<file path="src/hdl/usbsr_pkg.sv">
// Package with the shared types and constants of the USB setup request responder.
package usbsr_pkg;

    localparam int LOG_BUFFER_BYTES = 256;

    localparam logic [15:0] VENDOR_ID_RST      = 16'h9999;
    localparam logic [15:0] PRODUCT_ID_RST     = 16'h9999;
    localparam logic [15:0] DEVICE_RELEASE_RST = 16'h0100;
    localparam logic [6:0]  EP0_MAX_PACKET_RST = 7'd64;
    localparam logic [7:0]  MAX_POWER_RST      = 8'd250;
    localparam logic [7:0]  LOG_CODE_RST       = 8'h99;

    localparam logic [7:0] REQ_SET_ADDRESS    = 8'h05;
    localparam logic [7:0] REQ_GET_DESCRIPTOR = 8'h06;
    localparam logic [7:0] REQ_SET_CONFIG     = 8'h09;

    localparam logic [1:0] KIND_STANDARD = 2'd0;
    localparam logic [1:0] KIND_VENDOR   = 2'd2;

    localparam logic [7:0] DESC_DEVICE = 8'd1;
    localparam logic [7:0] DESC_CONFIG = 8'd2;

    localparam logic [4:0] DEVICE_DESC_SIZE = 5'd18;
    localparam logic [4:0] CONFIG_DESC_SIZE = 5'd9;

    typedef enum logic [2:0] {
        CFG_VENDOR_ID      = 3'd0,
        CFG_PRODUCT_ID     = 3'd1,
        CFG_DEVICE_RELEASE = 3'd2,
        CFG_EP0_MAX_PACKET = 3'd3,
        CFG_MAX_POWER      = 3'd4,
        CFG_LOG_CODE       = 3'd5
    } t_cfg_index;

    typedef enum logic [2:0] {
        ACT_STALL = 3'd0,
        ACT_ACK   = 3'd1,
        ACT_DESC  = 3'd2,
        ACT_LOG   = 3'd3,
        ACT_RESET = 3'd4
    } t_action;

    typedef enum logic [1:0] {
        ST_IDLE   = 2'd0,
        ST_DECODE = 2'd1,
        ST_SEND   = 2'd2
    } t_state;

    typedef struct packed {
        logic        is_bus_reset;
        logic [7:0]  request_type;
        logic [7:0]  request_code;
        logic [15:0] request_value;
        logic [15:0] request_length;
        logic [8:0]  log_length;
    } t_in_item;

    typedef struct packed {
        logic [2:0] action;
        logic [7:0] data_byte;
        logic       byte_valid;
        logic [8:0] transfer_length;
        logic [6:0] device_address;
        logic       last;
    } t_out_item;

    typedef struct packed {
        logic load;
        logic decode;
        logic advance;
    } t_cmd;

    typedef struct packed {
        logic last;
    } t_status;

endpackage

</file>
<file path="src/hdl/usb_setup_request_responder_top.sv">
// Top level of the USB setup request responder.
//
//  Channel  Direction  Handshake          Payload
//  in       input      i_in_valid/stall   t_in_item: one decoded setup request or bus reset
//  out      output     o_out_valid/stall  t_out_item: one result beat
//  cfg      input      i_cfg_valid/ready  3-bit register index, 16-bit data
//
// A request is captured in the idle state, decoded in the decode state and sent from the send
// state as its result beats (1, or up to 18 descriptor bytes), one beat per cycle unless the
// output stalls, all sequenced by the controller state machine.
// Reset is synchronous; it restores the register defaults and clears the address.
// A stall on the output holds the current beat; no new request is taken until the last
// beat has left.
module usb_setup_request_responder_top #(
    parameter int LOG_BUFFER_BYTES = usbsr_pkg::LOG_BUFFER_BYTES
) (
    input  logic                 i_clk,
    input  logic                 i_rst_n,
    input  logic                 i_in_valid,
    output logic                 o_in_stall,
    input  usbsr_pkg::t_in_item  i_in,
    output logic                 o_out_valid,
    input  logic                 i_out_stall,
    output usbsr_pkg::t_out_item o_out,
    input  logic                 i_cfg_valid,
    output logic                 o_cfg_ready,
    input  logic [2:0]           i_cfg_index,
    input  logic [15:0]          i_cfg_data
);

    usbsr_pkg::t_cmd    cmd;
    usbsr_pkg::t_status status;

    assign o_cfg_ready = 1'b1;

    usbsr_ctrl u_ctrl (
        .i_clk       (i_clk),
        .i_rst_n     (i_rst_n),
        .i_in_valid  (i_in_valid),
        .o_in_stall  (o_in_stall),
        .o_out_valid (o_out_valid),
        .i_out_stall (i_out_stall),
        .i_status    (status),
        .o_cmd       (cmd)
    );

    usbsr_dp #(
        .LOG_BUFFER_BYTES (LOG_BUFFER_BYTES)
    ) u_dp (
        .i_clk       (i_clk),
        .i_rst_n     (i_rst_n),
        .i_cfg_valid (i_cfg_valid),
        .i_cfg_index (i_cfg_index),
        .i_cfg_data  (i_cfg_data),
        .i_in        (i_in),
        .i_cmd       (cmd),
        .o_status    (status),
        .o_out       (o_out)
    );

endmodule

</file>
<file path="src/hdl/usbsr_ctrl.sv">
// Controller state machine that sequences capture, decode and result beats.
module usbsr_ctrl (
    input  logic              i_clk,
    input  logic              i_rst_n,
    input  logic              i_in_valid,
    output logic              o_in_stall,
    output logic              o_out_valid,
    input  logic              i_out_stall,
    input  usbsr_pkg::t_status i_status,
    output usbsr_pkg::t_cmd   o_cmd
);

    usbsr_pkg::t_state r_state, n_state;

    always_ff @(posedge i_clk) begin
        if (!i_rst_n) begin
            r_state <= usbsr_pkg::ST_IDLE;
        end else begin
            r_state <= n_state;
        end
    end

    always_comb begin
        n_state     = r_state;
        o_cmd       = '0;
        o_in_stall  = 1'b1;
        o_out_valid = 1'b0;
        unique case (r_state)
            usbsr_pkg::ST_IDLE: begin
                o_in_stall = 1'b0;
                if (i_in_valid) begin
                    o_cmd.load = 1'b1;
                    n_state    = usbsr_pkg::ST_DECODE;
                end
            end
            usbsr_pkg::ST_DECODE: begin
                o_cmd.decode = 1'b1;
                n_state      = usbsr_pkg::ST_SEND;
            end
            usbsr_pkg::ST_SEND: begin
                o_out_valid = 1'b1;
                if (!i_out_stall) begin
                    if (i_status.last) begin
                        n_state = usbsr_pkg::ST_IDLE;
                    end else begin
                        o_cmd.advance = 1'b1;
                    end
                end
            end
            default: begin
                n_state = usbsr_pkg::ST_IDLE;
            end
        endcase
    end

endmodule

</file>
<file path="src/hdl/usbsr_dp.sv">
// Datapath with configuration registers, request decode, address register and descriptor bytes.
module usbsr_dp #(
    parameter int LOG_BUFFER_BYTES = usbsr_pkg::LOG_BUFFER_BYTES
) (
    input  logic                 i_clk,
    input  logic                 i_rst_n,
    input  logic                 i_cfg_valid,
    input  logic [2:0]           i_cfg_index,
    input  logic [15:0]          i_cfg_data,
    input  usbsr_pkg::t_in_item  i_in,
    input  usbsr_pkg::t_cmd      i_cmd,
    output usbsr_pkg::t_status   o_status,
    output usbsr_pkg::t_out_item o_out
);

    localparam logic [8:0] LOG_CAP = (LOG_BUFFER_BYTES < 256) ? 9'(LOG_BUFFER_BYTES) : 9'd256;

    logic [15:0] r_vendor_id;
    logic [15:0] r_product_id;
    logic [15:0] r_device_release;
    logic [6:0]  r_ep0_max_packet;
    logic [7:0]  r_max_power;
    logic [7:0]  r_log_code;

    usbsr_pkg::t_in_item r_req;
    usbsr_pkg::t_action  r_action, n_action;
    logic [8:0]          r_tlen, n_tlen;
    logic                r_is_config, n_is_config;
    logic [6:0]          r_addr, n_addr;
    logic [4:0]          r_idx;

    logic [4:0] desc_size;
    logic [4:0] desc_len;
    logic [8:0] log_len;
    logic [7:0] desc_byte;
    logic       has_bytes;

    always_ff @(posedge i_clk) begin
        if (!i_rst_n) begin
            r_vendor_id      <= usbsr_pkg::VENDOR_ID_RST;
            r_product_id     <= usbsr_pkg::PRODUCT_ID_RST;
            r_device_release <= usbsr_pkg::DEVICE_RELEASE_RST;
            r_ep0_max_packet <= usbsr_pkg::EP0_MAX_PACKET_RST;
            r_max_power      <= usbsr_pkg::MAX_POWER_RST;
            r_log_code       <= usbsr_pkg::LOG_CODE_RST;
        end else if (i_cfg_valid) begin
            unique case (i_cfg_index)
                usbsr_pkg::CFG_VENDOR_ID:      r_vendor_id      <= i_cfg_data;
                usbsr_pkg::CFG_PRODUCT_ID:     r_product_id     <= i_cfg_data;
                usbsr_pkg::CFG_DEVICE_RELEASE: r_device_release <= i_cfg_data;
                usbsr_pkg::CFG_EP0_MAX_PACKET: r_ep0_max_packet <= i_cfg_data[6:0];
                usbsr_pkg::CFG_MAX_POWER:      r_max_power      <= i_cfg_data[7:0];
                usbsr_pkg::CFG_LOG_CODE:       r_log_code       <= i_cfg_data[7:0];
                default: begin
                end
            endcase
        end
    end

    always_comb begin
        desc_size = (r_req.request_value[15:8] == usbsr_pkg::DESC_DEVICE) ?
                    usbsr_pkg::DEVICE_DESC_SIZE : usbsr_pkg::CONFIG_DESC_SIZE;
        desc_len  = (r_req.request_length < {11'd0, desc_size}) ?
                    r_req.request_length[4:0] : desc_size;
        log_len   = (r_req.log_length > LOG_CAP) ? LOG_CAP : r_req.log_length;
    end

    always_comb begin
        n_action    = usbsr_pkg::ACT_STALL;
        n_tlen      = '0;
        n_is_config = 1'b0;
        n_addr      = r_addr;
        priority if (r_req.is_bus_reset) begin
            n_action = usbsr_pkg::ACT_RESET;
            n_addr   = '0;
        end else if (r_req.request_type[6:5] == usbsr_pkg::KIND_STANDARD) begin
            priority if (r_req.request_code == usbsr_pkg::REQ_SET_ADDRESS) begin
                n_action = usbsr_pkg::ACT_ACK;
                n_addr   = r_req.request_value[6:0];
            end else if (r_req.request_code == usbsr_pkg::REQ_GET_DESCRIPTOR) begin
                if (r_req.request_value[15:8] == usbsr_pkg::DESC_DEVICE ||
                    r_req.request_value[15:8] == usbsr_pkg::DESC_CONFIG) begin
                    n_action    = usbsr_pkg::ACT_DESC;
                    n_tlen      = {4'd0, desc_len};
                    n_is_config = (r_req.request_value[15:8] == usbsr_pkg::DESC_CONFIG);
                end
            end else if (r_req.request_code == usbsr_pkg::REQ_SET_CONFIG) begin
                n_action = usbsr_pkg::ACT_ACK;
            end else begin
                n_action = usbsr_pkg::ACT_STALL;
            end
        end else if (r_req.request_type[6:5] == usbsr_pkg::KIND_VENDOR) begin
            if (r_req.request_type[7] && r_req.request_type[4:0] == 5'd0 &&
                r_req.request_code == r_log_code) begin
                n_action = usbsr_pkg::ACT_LOG;
                n_tlen   = log_len;
            end
        end else begin
            n_action = usbsr_pkg::ACT_STALL;
        end
    end

    always_ff @(posedge i_clk) begin
        if (!i_rst_n) begin
            r_addr <= '0;
        end else if (i_cmd.decode) begin
            r_addr <= n_addr;
        end
    end

    always_ff @(posedge i_clk) begin
        if (i_cmd.load) begin
            r_req <= i_in;
        end
        if (i_cmd.decode) begin
            r_action    <= n_action;
            r_tlen      <= n_tlen;
            r_is_config <= n_is_config;
            r_idx       <= '0;
        end else if (i_cmd.advance) begin
            r_idx <= r_idx + 5'd1;
        end
    end

    always_comb begin
        desc_byte = 8'd0;
        if (r_is_config) begin
            unique case (r_idx)
                5'd0:    desc_byte = 8'd9;
                5'd1:    desc_byte = 8'd2;
                5'd2:    desc_byte = 8'd9;
                5'd5:    desc_byte = 8'd1;
                5'd7:    desc_byte = 8'hC0;
                5'd8:    desc_byte = r_max_power;
                default: desc_byte = 8'd0;
            endcase
        end else begin
            unique case (r_idx)
                5'd0:    desc_byte = 8'd18;
                5'd1:    desc_byte = 8'd1;
                5'd3:    desc_byte = 8'h02;
                5'd7:    desc_byte = {1'b0, r_ep0_max_packet};
                5'd8:    desc_byte = r_vendor_id[7:0];
                5'd9:    desc_byte = r_vendor_id[15:8];
                5'd10:   desc_byte = r_product_id[7:0];
                5'd11:   desc_byte = r_product_id[15:8];
                5'd12:   desc_byte = r_device_release[7:0];
                5'd13:   desc_byte = r_device_release[15:8];
                5'd17:   desc_byte = 8'd1;
                default: desc_byte = 8'd0;
            endcase
        end
    end

    always_comb begin
        has_bytes             = (r_action == usbsr_pkg::ACT_DESC) && (r_tlen != 9'd0);
        o_status.last         = has_bytes ? (r_idx + 5'd1 == r_tlen[4:0]) : 1'b1;
        o_out.action          = r_action;
        o_out.data_byte       = has_bytes ? desc_byte : 8'd0;
        o_out.byte_valid      = has_bytes;
        o_out.transfer_length = r_tlen;
        o_out.device_address  = r_addr;
        o_out.last            = o_status.last;
    end

endmodule

</file>
<file path="config.mk">
export PLATFORM = sky130hd
export DESIGN_NAME = usb_setup_request_responder_top
export DESIGN_NICKNAME = d
export VERILOG_FILES = /design/src/hdl/usbsr_pkg.sv /design/src/hdl/usb_setup_request_responder_top.sv /design/src/hdl/usbsr_ctrl.sv /design/src/hdl/usbsr_dp.sv
export SDC_FILE = /design/constraint.sdc
export NUM_CORES = 1
export LEC_CHECK = 0
export BUFFER_PORTS_ARGS = -buffer_cell sky130_fd_sc_hd__buf_2
export CORE_MARGIN = 2
export CORE_UTILIZATION = 39
export CTS_CLUSTER_SIZE = 24
export DETAILED_ROUTE_END_ITERATION = 10
export PLACE_DENSITY_LB_ADDON = 0.1
export SYNTH_ARGS = -nofsm -noshare
export SYNTH_HDL_FRONTEND = slang
export SYNTH_SLANG_ARGS = --single-unit
</file>
<file path="constraint.sdc">
create_clock -name i_clk -period 8.66 [get_ports i_clk]
set_clock_uncertainty 0.1 [all_clocks]
set_input_delay 0.866 -clock i_clk [delete_from_list [all_inputs] [get_ports i_clk]]
set_output_delay 0.866 -clock i_clk [all_outputs]
set_load 0.005 [all_outputs]
</file>
==> results of run 1 <==
==> flip-flops by register name (all words and copies together) (netlist names), 8 cells and up <==
signal / cells
u_dp.r_log_code: 8
u_dp.r_product_id: 16
u_dp.r_vendor_id: 16
u_dp.r_max_power: 8
u_dp.r_req: 57
u_dp.r_tlen: 9
u_dp.r_device_release: 16
==> cell families after synthesis <==
kind of cell,count (synthesis)
other,1
AO/OA/AOI/OAI,135
multiplexers,1
adder cells (fa/ha/maj),7
buffers and inverters,52
AND/OR/NAND/NOR,278
XOR/XNOR,16
flip-flops,155
==> metal layers <==
| layer | wire, um | vias to the layer above |
|---|---|---|
| met4 | 327 | 0 |
| met2 | 7620 | 149 |
| met3 | 958 | 27 |
| met1 | 7420 | 2409 |
| li1 | - | 2501 |
| met5 | 0 | - |
==> layout by cell type (no fill, tap or decap), types with 8 or more instances in the layout <==
master     netlist  routed
nor4_1           8       8
o21ai_0         16      16
a221oi_1        13      13
xor2_1           9       9
a21boi_0        48      48
a22o_1           9       9
nor2_1          12      11
clkbuf_16        0      17
edfxtp_1        70      70
a21oi_1         15      15
nand3_1         35      35
nand2_1        157     157
nand3b_1         9       9
buf_2            5     111
dfxtp_1         85      85
inv_1           11      11
==> per-stage QoR <==
step | hold WS (ps) | util | instance area [um^2]
6_report | 359 | 0.474 | 7900
5_1_grt | 391 | 0.474 | 7900
4_1_cts | 364 | 0.474 | 7900
3_5_place_dp | 354 | 0.440 | 7330
3_3_place_gp | 344 | 0.440 | 7330
2_1_floorplan | 335 | - | 6660
==> power by group <==
group          internal (mW)  switching, mW  leakage, nW  total (mW)
Clock                  0.383          0.339        0.276       0.722
Combinational         0.0366         0.0537         1.37      0.0902
Sequential             0.799         0.0180         1.37       0.817
Total                   1.22          0.411         3.02        1.63
==> cell type report <==
type	instances	area share
Sequential cell	155	0.482
Multi-Input combinational cell	438	0.332
Timing Repair Buffer	115	0.0742
Clock buffer	17	0.0539
Tap cell	220	0.0349
Clock inverter	15	0.0182
Inverter	11	0.00523
==> worst max-delay path: stages (launching register included) <==
cell,delay [ps]
dfxtp_1,480
ha_1,380
inv_1,150
nor4b_4,590
a221oi_1,200
and3_1,200
a311oi_1,290
buf_2,180
==> worst min path at each step <==
stage                                   from                        to  slack, ps  cells after the start
finish              u_dp.r_device_release[9]  u_dp.r_device_release[9]        360                      2
global route            u_dp.r_vendor_id[14]      u_dp.r_vendor_id[14]        390                      2
CTS                 u_dp.r_device_release[9]  u_dp.r_device_release[9]        360                      2
detailed placement  u_dp.r_device_release[9]  u_dp.r_device_release[9]        350                      2
global placement    u_dp.r_device_release[9]  u_dp.r_device_release[9]        340                      2
floorplan           u_dp.r_device_release[9]  u_dp.r_device_release[9]        330                      2
==> results.md, run 1 <==
Run status:
- The flow ran to the end, and the final reports show no timing, DRC or antenna violations.

Synthesis:
- The adder and majority gate portion of the synthesized area is 0.0132.
- After synthesis, the most frequently instantiated cells are 157 x nand2_1, 85 x dfxtp_1, 70 x edfxtp_1.
- The share of synthesized area spent on multiplexers is 0.00150.
- The area share of the leading cell type in the synthesized netlist is 0.316.
- The synthesized-area fraction occupied by ao, oa, aoi and oai cells is 0.149.
- The number of warnings reported in the yosys synthesis log is 0.
- The number of nets in the synthesized netlist is 734.
- The most numerous cell in the Yosys netlist is nand2_1.
- The post-synthesis area per instance is 10.3 um^2.
- The most used flip-flop cell after synthesis is dfxtp_1.
- Sorting the synthesized cells by area gives the leading types as edfxtp_1 32%, dfxtp_1 26%, nand2_1 8.9%.
- The number of distinct standard cells referenced by the synthesized netlist is 65.
- After synthesis, the share of flip-flops with an asynchronous set or reset is 0.
- Counting flops with a built-in enable in the synthesized netlist gives 70.
- The dominant combinational cell family by area after synthesis is simple AND/OR/NAND/NOR gates.
- The area of the mapped netlist is 6660 um^2.
- The cell type with the highest aggregate area in the netlist is edfxtp_1.
- Synthesis inferred 155 register bits.
- The basic-gate share of the synthesized area counting and, or, nand and nor cells is 0.205.
- Of the total synthesized cell area, the portion taken by XOR and XNOR cells is 0.0233.
- The post-synthesis sequential area ratio is 0.571.
- Synthesis produced 645 cells.

Setup path:
- Of all nets on the critical path, the largest fanout is 8.
- STA classifies the critical path endpoint as an output port.
- The worst setup path endpoint is o_out[19].
- Setup slack on the worst reg-to-reg path comes out at around 5700 ps.
- The number of cells on the worst reg-to-reg path is 8.
- The timing startpoint of the critical path is u_dp.r_idx[0].
- The startpoint identified for the worst register-to-register timing path is u_dp.r_req[34].
- The kind of critical path is reg2out.
- For the worst setup path, the data arrival time is 2900 ps.
- The critical path startpoint category is a register.
- At the worst endpoint, the required time is 7690 ps.
- The endpoint of the most critical register-to-register path is u_dp.r_tlen[2].

Timing:
- After routing, the total negative slack on setup checks comes to 0 ps.
- Counting I/O delays and the setup requirement, the final critical path takes 3870 ps.
- In this run the tightest slew margin relative to its limit is 0.182.
- The post-route clock period utilization is 0.447.
- The number of endpoints failing setup at the final stage is 0.
- The smallest setup slack after layout is 4790 ps.
- Static timing analysis puts the maximum clock frequency at 0.259 GHz.
- Setup repair after global routing left no endpoint under its margin.
- The number of pins with negative max-slew slack in the final report is 0.
- For the pin with the worst max-slew slack, the measured transition is 1220 ps.
- The total count of hold-check failures in the final report is 0.

Final layout:
- The area added between synthesis and finish is 18.6%.
- In the final layout, the multi-input gates occupy 2620 um^2.
- The diode insertion count for antenna repair is 0.
- After the flow finishes, the layout carries non-filler instances totaling between 900 and 1000.
- The sequential cells in the finished layout cover a total of 3800 um^2.
- The share of post-route cells with drive strength above 1 is 0.218.
- The fill cell instance count of the final layout is 1516.
- For this run, the post-layout net count is just over 800.

Global route:
- In the global route stage, met2 resource usage came out at 0.301.
- Entering global routing, the biggest net connects about 80 pins.
- The initial antenna violation count is 0.
- The highest-utilization routing layer at the global route stage is met2.
- The first global-routing pass estimated 26600 um of wire.
- For met1 alone, demand over resource in global routing was 0.250.
- In the global route stage, overall resource usage came out at 0.191.
- The via count of the first global-routing pass is 5048.
- The total overflow left after global routing is 0.
- The global-route met3 utilization is 0.0537.

Drt:
- The detailed-route vias per instance is 5.24.
- After detailed routing, the number of remaining DRC violations is 0.
- The number of routed nets with antenna violations is 0.
- The first routing iteration left 356 violations.
- In the final routed layout, each cell accounts on average for 16.8 um.
- For this run, the detailed router's first-pass iteration total came to 5.
- The sum of routed wire length over all layers is 16300 um.
- The routed layout has 5086 vias.

Placement:
- The number of placed cells counting well taps is ~940.
- The worst setup slack after placement is 5180 ps.
- The final weighted congestion of routability-driven global placement is approximately 0.81.
- During placement, the flow inserted port buffers numbering ~110.
- The placed wire-length estimate is 11100 um.

Clock tree:
- TritonCTS created 17 clock buffers.
- The number of hold-repair buffers added at the cts stage is 0.
- TritonCTS built the clock tree.
- The buffer depth of the longest clock path is 2.
- CTS built an H-tree with a depth of 4.
- Clock tree synthesis found a total of 155 sinks.
- Clock-pin slew was measured on the worst setup and hold paths at 70 ps.
- The tree is rooted in a clkbuf_16.
- The clock latency on the worst-skew pair is roughly 430 ps.
- Once the clock tree was built, the setup fixing pass inserted 0 buffers.
- Post-CTS repair changed the size of 0 cells.

Run:
- Max-cap violations in this run came to 0.

Pwr:
- In this run the static leakage power is 3.02 nW.
- The power consumption is approximately 1.6 mW.
- Power spread over the standard cell area amounts to slightly above 200 nW/um^2.
- The peak supply drop is 0.137 mV.

Floorplan:
- The floorplan step set the die width to 135 um.
- The total number of placement rows is 47.
- The total I/O pin count is ~110.
- The y dimension of the die is 135 um.
- For this configuration, the core starts out at a cell density of 0.400.
- The total area inside the core boundary comes to 16600 um^2.
- The floorplan step defined a die boundary enclosing roughly 18000 um^2.

Hold path:
- The worst hold path class is reg2reg.
Power figures use the tool's default switching activity.
==> inputs of run 2 (changes only) <==
==> constraint.sdc (replaced) <==
create_clock -name i_clk -period 4 [get_ports i_clk]
set_clock_uncertainty 0.1 [all_clocks]
set_input_delay 0.4 -clock i_clk [delete_from_list [all_inputs] [get_ports i_clk]]
set_output_delay 0.4 -clock i_clk [all_outputs]
set_load 0.005 [all_outputs]
==> run 2 against run 1 <==
Net effect:
- die area did not move
- critical path depth did not move
- clock-buffer cell count rose by 1
- core utilization fell by 0.060 points
- cell count did not move
- highest routed layer unchanged
==> results.md, run 2 (same netlist as run 1, synthesis figures left out) <==
Pwr:
- The peak supply drop is roughly 0.26 mV.
- The leakage dissipation is 3.01 nW.
- The share of total power in the clock network is 0.437.
- Of the total power, combinational logic draws 0.056.
- The analysis attributes to net switching a power of approximately 0.86 mW.
- The power density normalized to cell area is between 400 and 500 nW/um^2.
- The proportion of power drawn by flip-flops and latches is 0.507.
- The power consumption is about 3.5 mW.
- The internal power of the cells totals about 2.6 mW.
- Of the total power, the share spent switching nets is 0.247.

Final layout:
- Leaving out fill and tap cells, the most frequent cell in the layout is nand2_1.
- Leaving out fill and tap cells, the most frequent cells in the layout are 157 x nand2_1, 111 x buf_2, 85 x dfxtp_1.
- The register with the most flip-flops in the layout has 57 of them.
- Compared with the post-synthesis result, the final layout area differs by 18.5%.
- The count of placed standard cells in the final layout, fillers left out is between 900 and 1000.
- The diode insertion count for antenna repair is 0.
- u_dp.r_req holds more flip-flops than any other register.
- Of the cells placed in the final design, the portion with a size suffix greater than 1 is 0.218.
- The post-route cell area is 7890 um^2.
- The total number of nets in the final design is 827.

Global route:
- The residual overflow from global routing is 0.
- Across every metal layer, demand over resource in global routing totals 0.187.
- Entering global routing, the biggest net connects 59 pins.
- The first global-routing pass estimated 26200 um of wire.
- The initial antenna violation count is 0.
- The via count of the first global-routing pass is around 5000.

Drt:
- The detailed-route vias per instance is 5.20.
- The DRC marker count from the first detailed-route iteration is 346.
- The average wire per standard cell is 16.9 um.
- After detailed routing, the total wire length is 16400 um.
- The detailed-route via count is between 5000 and 6000.
- The number of detailed-route iterations in the first pass is 5.
- The residual DRC count is 0.
- Once detail routing completed, the nets flagged for antenna violations numbered 0.

Setup path:
- The kind of cell with the highest combined delay along the critical path is simple AND/OR/NAND/NOR gates.
- The largest individual stage delay along the critical path comes from the cell nor4b_4.
- The worst register-to-register path begins at u_dp.r_req[34].
- The sort of element at the end of the critical path is an output port.
- Counting both buffers and inverters, the worst setup path holds a total of 2.
- The cell count along the critical path is 7.
- The cell depth of the worst flop-to-flop path is 8.
- The signal on the critical path passes through ha_1 -> inv_1 -> nor4b_4 -> a221oi_1 -> and3_1 -> a311oi_1 -> buf_2.
- On the worst path, the slowest cell contributes a delay of about 560 ps.
- The critical path startpoint category is a register.
- The endpoint identified for the worst register-to-register timing path is u_dp.r_tlen[2].
- The largest fanout on the critical path is 8.
- The arrival time of the worst setup path is 2900 ps.
- In this run the register-to-register setup slack is 1120 ps.
- Data on the critical path is required at its endpoint by 3500 ps.
- The worst setup path is of the reg2out kind.

Floorplan:
- The region available for standard cell placement spans 16600 um^2.
- Measured along the x axis, the die boundary spans 135 um.
- The total number of placement rows is 47.
- The y dimension of the die is around 130 um.
- The total I/O pin count is 114.
- The initial core utilization is 0.400.
- The die covers between 15000 and 20000 um^2.

Clock tree:
- In this run the number of H-tree levels came out at 4.
- The post-CTS repair timing setup buffer count is 0.
- The buffer depth of the longest clock path is 2.
- The clock latency on the worst-skew pair is 430 ps.
- The clock-pin slew of the registers on the worst-case setup and hold paths is 70 ps.
- The clock tree from TritonCTS is yes.
- After clock tree synthesis, the flow added hold-fix buffers numbering 0.
- The total of cells resized after clock tree synthesis is 0.
- The clock buffer count from CTS is 17.
- The cell at the root of the clock tree is clkbuf_16.
- Counting every sink on the clock net gives approximately 160.

Timing:
- Of the available clock period, the critical path in the final layout requires 0.849.
- The timing-limited maximum frequency is 0.294 GHz.
- The number of endpoints failing setup at the final stage is 0.
- The number of pins with negative max-slew slack in the final report is 0.
- Setup repair after global routing left no endpoint under its margin.
- The worst relative slew slack is 0.140.
- The total count of hold-check failures in the final report was 0.
- The measured slew at the worst slew-check pin is 1290 ps.
- The shortest period the worst path allows is 3400 ps.
- The total negative slack for setup checks is 0 ps.

Hold path:
- The worst min-delay path endpoint is u_dp.r_req[30].
- The worst hold path stage count is 1.
- In this run the worst hold path is classified as in2reg.
- The startpoint of the worst hold path is i_in[30].

Placement:
- In this run the tool buffered the top-level ports with 111 buffer cells.
- In this run the cell area measured after placement is 7330 um^2.
- After detailed placement, the design holds a cell count of 939.
- Detailed placement finished with a half-perimeter wire length of 11300 um.
- The final weighted congestion of routability-driven global placement is between 0.7 and 0.8.

Run status:
- The flow ran to the end, and the final reports show no timing, DRC or antenna violations.

Run:
- Max-cap violations in this run came to 0.
-- run 2: cell count changes in the layout (fill, tap and decap cells not counted) --
cell / previous run / this run
inv_6: 6 / 4
clkbuf_1: 0 / 1
clkinv_8: 1 / 0
clkinv_1: 1 / 0
clkinv_4: 0 / 4
inv_8: 5 / 4
-- run 2: cell type report --
class                   count  area (um^2)
flip-flops and latches    155         3800
well taps                 220          275
clock inverters            14          130
repair buffers            115          586
fillers                  1556         8760
inverters                  11         41.3
clock buffers              18          429
multi-input cells         438         2620
-- run 2: power by group through the flow --
stage / logic, mW / registers (mW) / clock network, mW
after floorplan: 0.109 / 1.79 / 0
after global placement: 0.192 / 1.80 / 0
after detailed placement: 0.197 / 1.80 / 0
after CTS: 0.198 / 1.77 / 1.57
after global routing: 0.219 / 1.78 / 1.64
final: 0.195 / 1.77 / 1.53
-- run 2: worst max path at each step --
| stage | slack [ps] | start | endpoint |
|---|---|---|---|
| after global placement | 1080 | u_dp.r_idx[0] | o_out[19] |
| after detailed placement | 1030 | u_dp.r_idx[0] | o_out[19] |
| after floorplan | 400 | u_ctrl.r_state[1] | u_dp.r_req[0] |
| after CTS | 560 | u_dp.r_idx[0] | o_out[19] |
| final | 600 | u_dp.r_idx[0] | o_out[19] |
| after global routing | 380 | u_dp.r_idx[0] | o_out[19] |
-- run 2: per-stage QoR --
stage / utilization / worst slack, ps / hold WS (ps)
2_1_floorplan: - / 404 / 335
3_3_place_gp: 0.440 / 1080 / 346
3_5_place_dp: 0.440 / 1030 / 357
4_1_cts: 0.474 / 563 / 24.2
5_1_grt: 0.474 / 380 / 20.8
6_report: 0.474 / 604 / 42.2
-- run 2: worst register-to-register path, cell delays in order, from the launching register on --
cell and delay [ps]:
edfxtp_1 420, nor4b_1 430, nand2_1 200, ha_1 320, inv_1 40, or4_1 510
o21ai_0 330, nor3_1 90, a22o_1 190
-- run 2: routing by layer --
| metal | global-route usage | part of all wire |
|---|---|---|
| met4 | 0.0550 | 0.014 |
| met2 | 0.303 | 0.48 |
| met1 | 0.242 | 0.44 |
| met5 | 0 | 0 |
| met3 | 0.0582 | 0.069 |
==> inputs of run 3 (changes only) <==
==> constraint.sdc (replaced) <==
create_clock -name i_clk -period 2.9 [get_ports i_clk]
set_clock_uncertainty 0.1 [all_clocks]
set_input_delay 0.29 -clock i_clk [delete_from_list [all_inputs] [get_ports i_clk]]
set_output_delay 0.29 -clock i_clk [all_outputs]
set_load 0.005 [all_outputs]
==> run 3 against run 2 <==
Net effect:
- routed wire length grew 4.9%
- register-to-register slack got worse by 890 ps
- clock power grew 47%
- critical endpoint is now o_out[24]
- die area stayed put
- cell area rose by 9.7%
- clock-buffer cell count increased by 1
==> results.md, run 3 (same netlist as run 1, synthesis figures left out) <==
Global route:
- The initial antenna violation count came to 0.
- The via count of the first global-routing pass was 5454.
- Across every metal layer, demand over resource in global routing totals 0.198.
- The first global-routing pass estimated 27500 um of wire.
- The pin count of the biggest net entering global routing is 47.
- The residual overflow from global routing is 0.

Final layout:
- The register with the most flip-flops in the final layout is u_dp.r_req.
- Leaving out fill and tap cells, the most frequent cells in the layout are 157 x nand2_1, 111 x buf_2, 83 x dfxtp_1.
- Once layout is complete, the cells apart from fillers number approximately 1000.
- The diode insertion count for antenna repair is 0.
- Of the cells placed in the final design, the portion with a size suffix greater than 1 is 0.223.
- Leaving out fill and tap cells, the most frequent cell in the layout is nand2_1.
- The total number of nets in the final design is 901.
- The area added between synthesis and finish is 29.9%.
- The number of flip-flops under the largest register name is 57.

Pwr:
- The worst-case IR drop observed on VDD is 0.452 mV.
- The completed layout was analyzed and its total power is 5.04 mW.
- The power density normalized to cell area is slightly below 600 nW/um^2.
- The leakage dissipation is 3.36 nW.

Floorplan:
- The total number of placement rows is 47.
- The initial utilization of the core area, before any placement, comes to 0.400.
- The die is 135 um tall.
- The die covers 18100 um^2.
- After floorplanning, the core was sized to cover 16600 um^2.
- Pin placement for this block handled 114 I/O pins.
- The floorplan die width is 135 um.

Placement:
- The congestion estimate from routability-driven global placement came to a little under 0.8.
- The number of placed cells counting well taps is 955.
- The count of input and output buffers is 111.
- Once detailed placement completed, the half-perimeter wirelength came to 11900 um.
- The worst setup slack after placement is 37.4 ps.

Drt:
- The residual DRC count is 0.
- The DRC marker count from the first detailed-route iteration is 299.
- For this run, the detailed router's first-pass iteration total came to 4.
- Across all layers, the routed design uses 5350 vias.
- The detailed-route vias per instance is 5.12.
- The average wire per standard cell is 16.5 um.
- The routed design has 17200 um of wire.
- The number of routed nets with antenna violations is 0.

Timing:
- The worst relative slew slack is 0.462.
- Setup repair after global routing left no endpoint under its margin.
- The timing-limited maximum frequency is 0.362 GHz.
- The post-route clock period utilization is 0.952.
- In the final timing run, aggregate negative setup slack is 0 ps.
- Setup violations remaining at the end of the flow were counted as 0.
- The number of pins with negative max-slew slack in the final report is 0.
- Counting I/O delays and the setup requirement, the final critical path takes 2760 ps.
- The measured slew at the worst slew-check pin is slightly above 800 ps.
- The total count of hold-check failures in the final report came to 0.
- The smallest setup slack after layout is about 140 ps.

Setup path:
- The largest fanout on the critical path is 7.
- The worst setup path is launched from a register.
- The worst setup path is of the reg2out kind.
- For the worst setup path, the data arrival time is approximately 2400 ps.
- STA puts the critical path data required time at between 2000 and 3000 ps.
- STA classifies the critical path endpoint as an output port.

Clock tree:
- The tree is rooted in a clkbuf_16.
- CTS built an H-tree with a depth of 4.
- The clock passes through at most 2 buffers.
- The clock buffer count from CTS is 17.
- TritonCTS built the clock tree.
- The clock net in this run drives a total of 155 sinks.
- The clock-pin slew of the registers on the worst-case setup and hold paths is 60 ps.
- The clock latency on the worst-skew pair is between 400 and 500 ps.

Hold path:
- The worst hold path class is in2reg.

Run:
- Max-cap violations in this run came to 0.

Run status:
- The flow ran to the end, and the final reports show no timing, DRC or antenna violations.
==> run 3: path summary, 6_finish.rpt <==
kind,startpoint,end,slack [ps],cells after the start
worst max-delay path,u_dp.r_idx[0],o_out[24],140,8
worst min-delay path,i_cfg_data[8],u_dp.r_product_id[8],10,3
worst max register to register,u_dp.r_req[34],u_dp.r_tlen[0],230,8
worst min register to register,u_dp.r_device_release[3],u_dp.r_device_release[3],360,2
==> run 3: what timing repair did <==
action                                 CTS  global route
setup endpoints to repair                0            12
resized for setup                        0             6
buffers inserted                         0             1
hold buffers                            57             0
endpoints found under the hold margin   57             0
==> run 3: worst max-delay path, cell delays in order (launching register included) <==
cell,delay [ps]
dfxtp_2,390
inv_1,80
ha_1,210
and3_1,260
buf_4,200
a22o_1,230
a221oi_1,270
a311oi_1,160
buf_2,160
==> run 3: power by group <==
| part | switching (mW) | internal, mW | leakage, nW | total, mW |
|---|---|---|---|---|
| logic | 0.173 | 0.165 | 1.71 | 0.338 |
| registers | 0.0566 | 2.39 | 1.37 | 2.44 |
| clock network | 0.897 | 1.36 | 0.286 | 2.25 |
| total | 1.13 | 3.91 | 3.36 | 5.04 |
==> run 3: layout make-up <==
type                    instances  area, um^2
inverters                      11        41.3
clock buffers                  19         433
repair buffers                189        1300
clock inverters                13         166
well taps                     220         275
flip-flops and latches        155        3810
multi-input cells             438        2630
fillers                      1474        7990
==> run 3: stage by stage <==
stage,area [um^2],hold slack [ps],util
2_1_floorplan,6660,289,-
4_1_cts,8630,3.19,0.519
3_5_place_dp,7460,354,0.448
5_1_grt,8650,16.2,0.520
3_3_place_gp,7460,344,0.448
6_report,8650,11.2,0.520
==> run 3: routing by layer <==
layer  vias to the layer above  wire length, um  track usage
li1                       2647                -            -
met1                      2522             7310        0.233
met2                       158             8600        0.344
met3                        23             1010       0.0541
met4                         0              276       0.0760
met5                         -                0            0
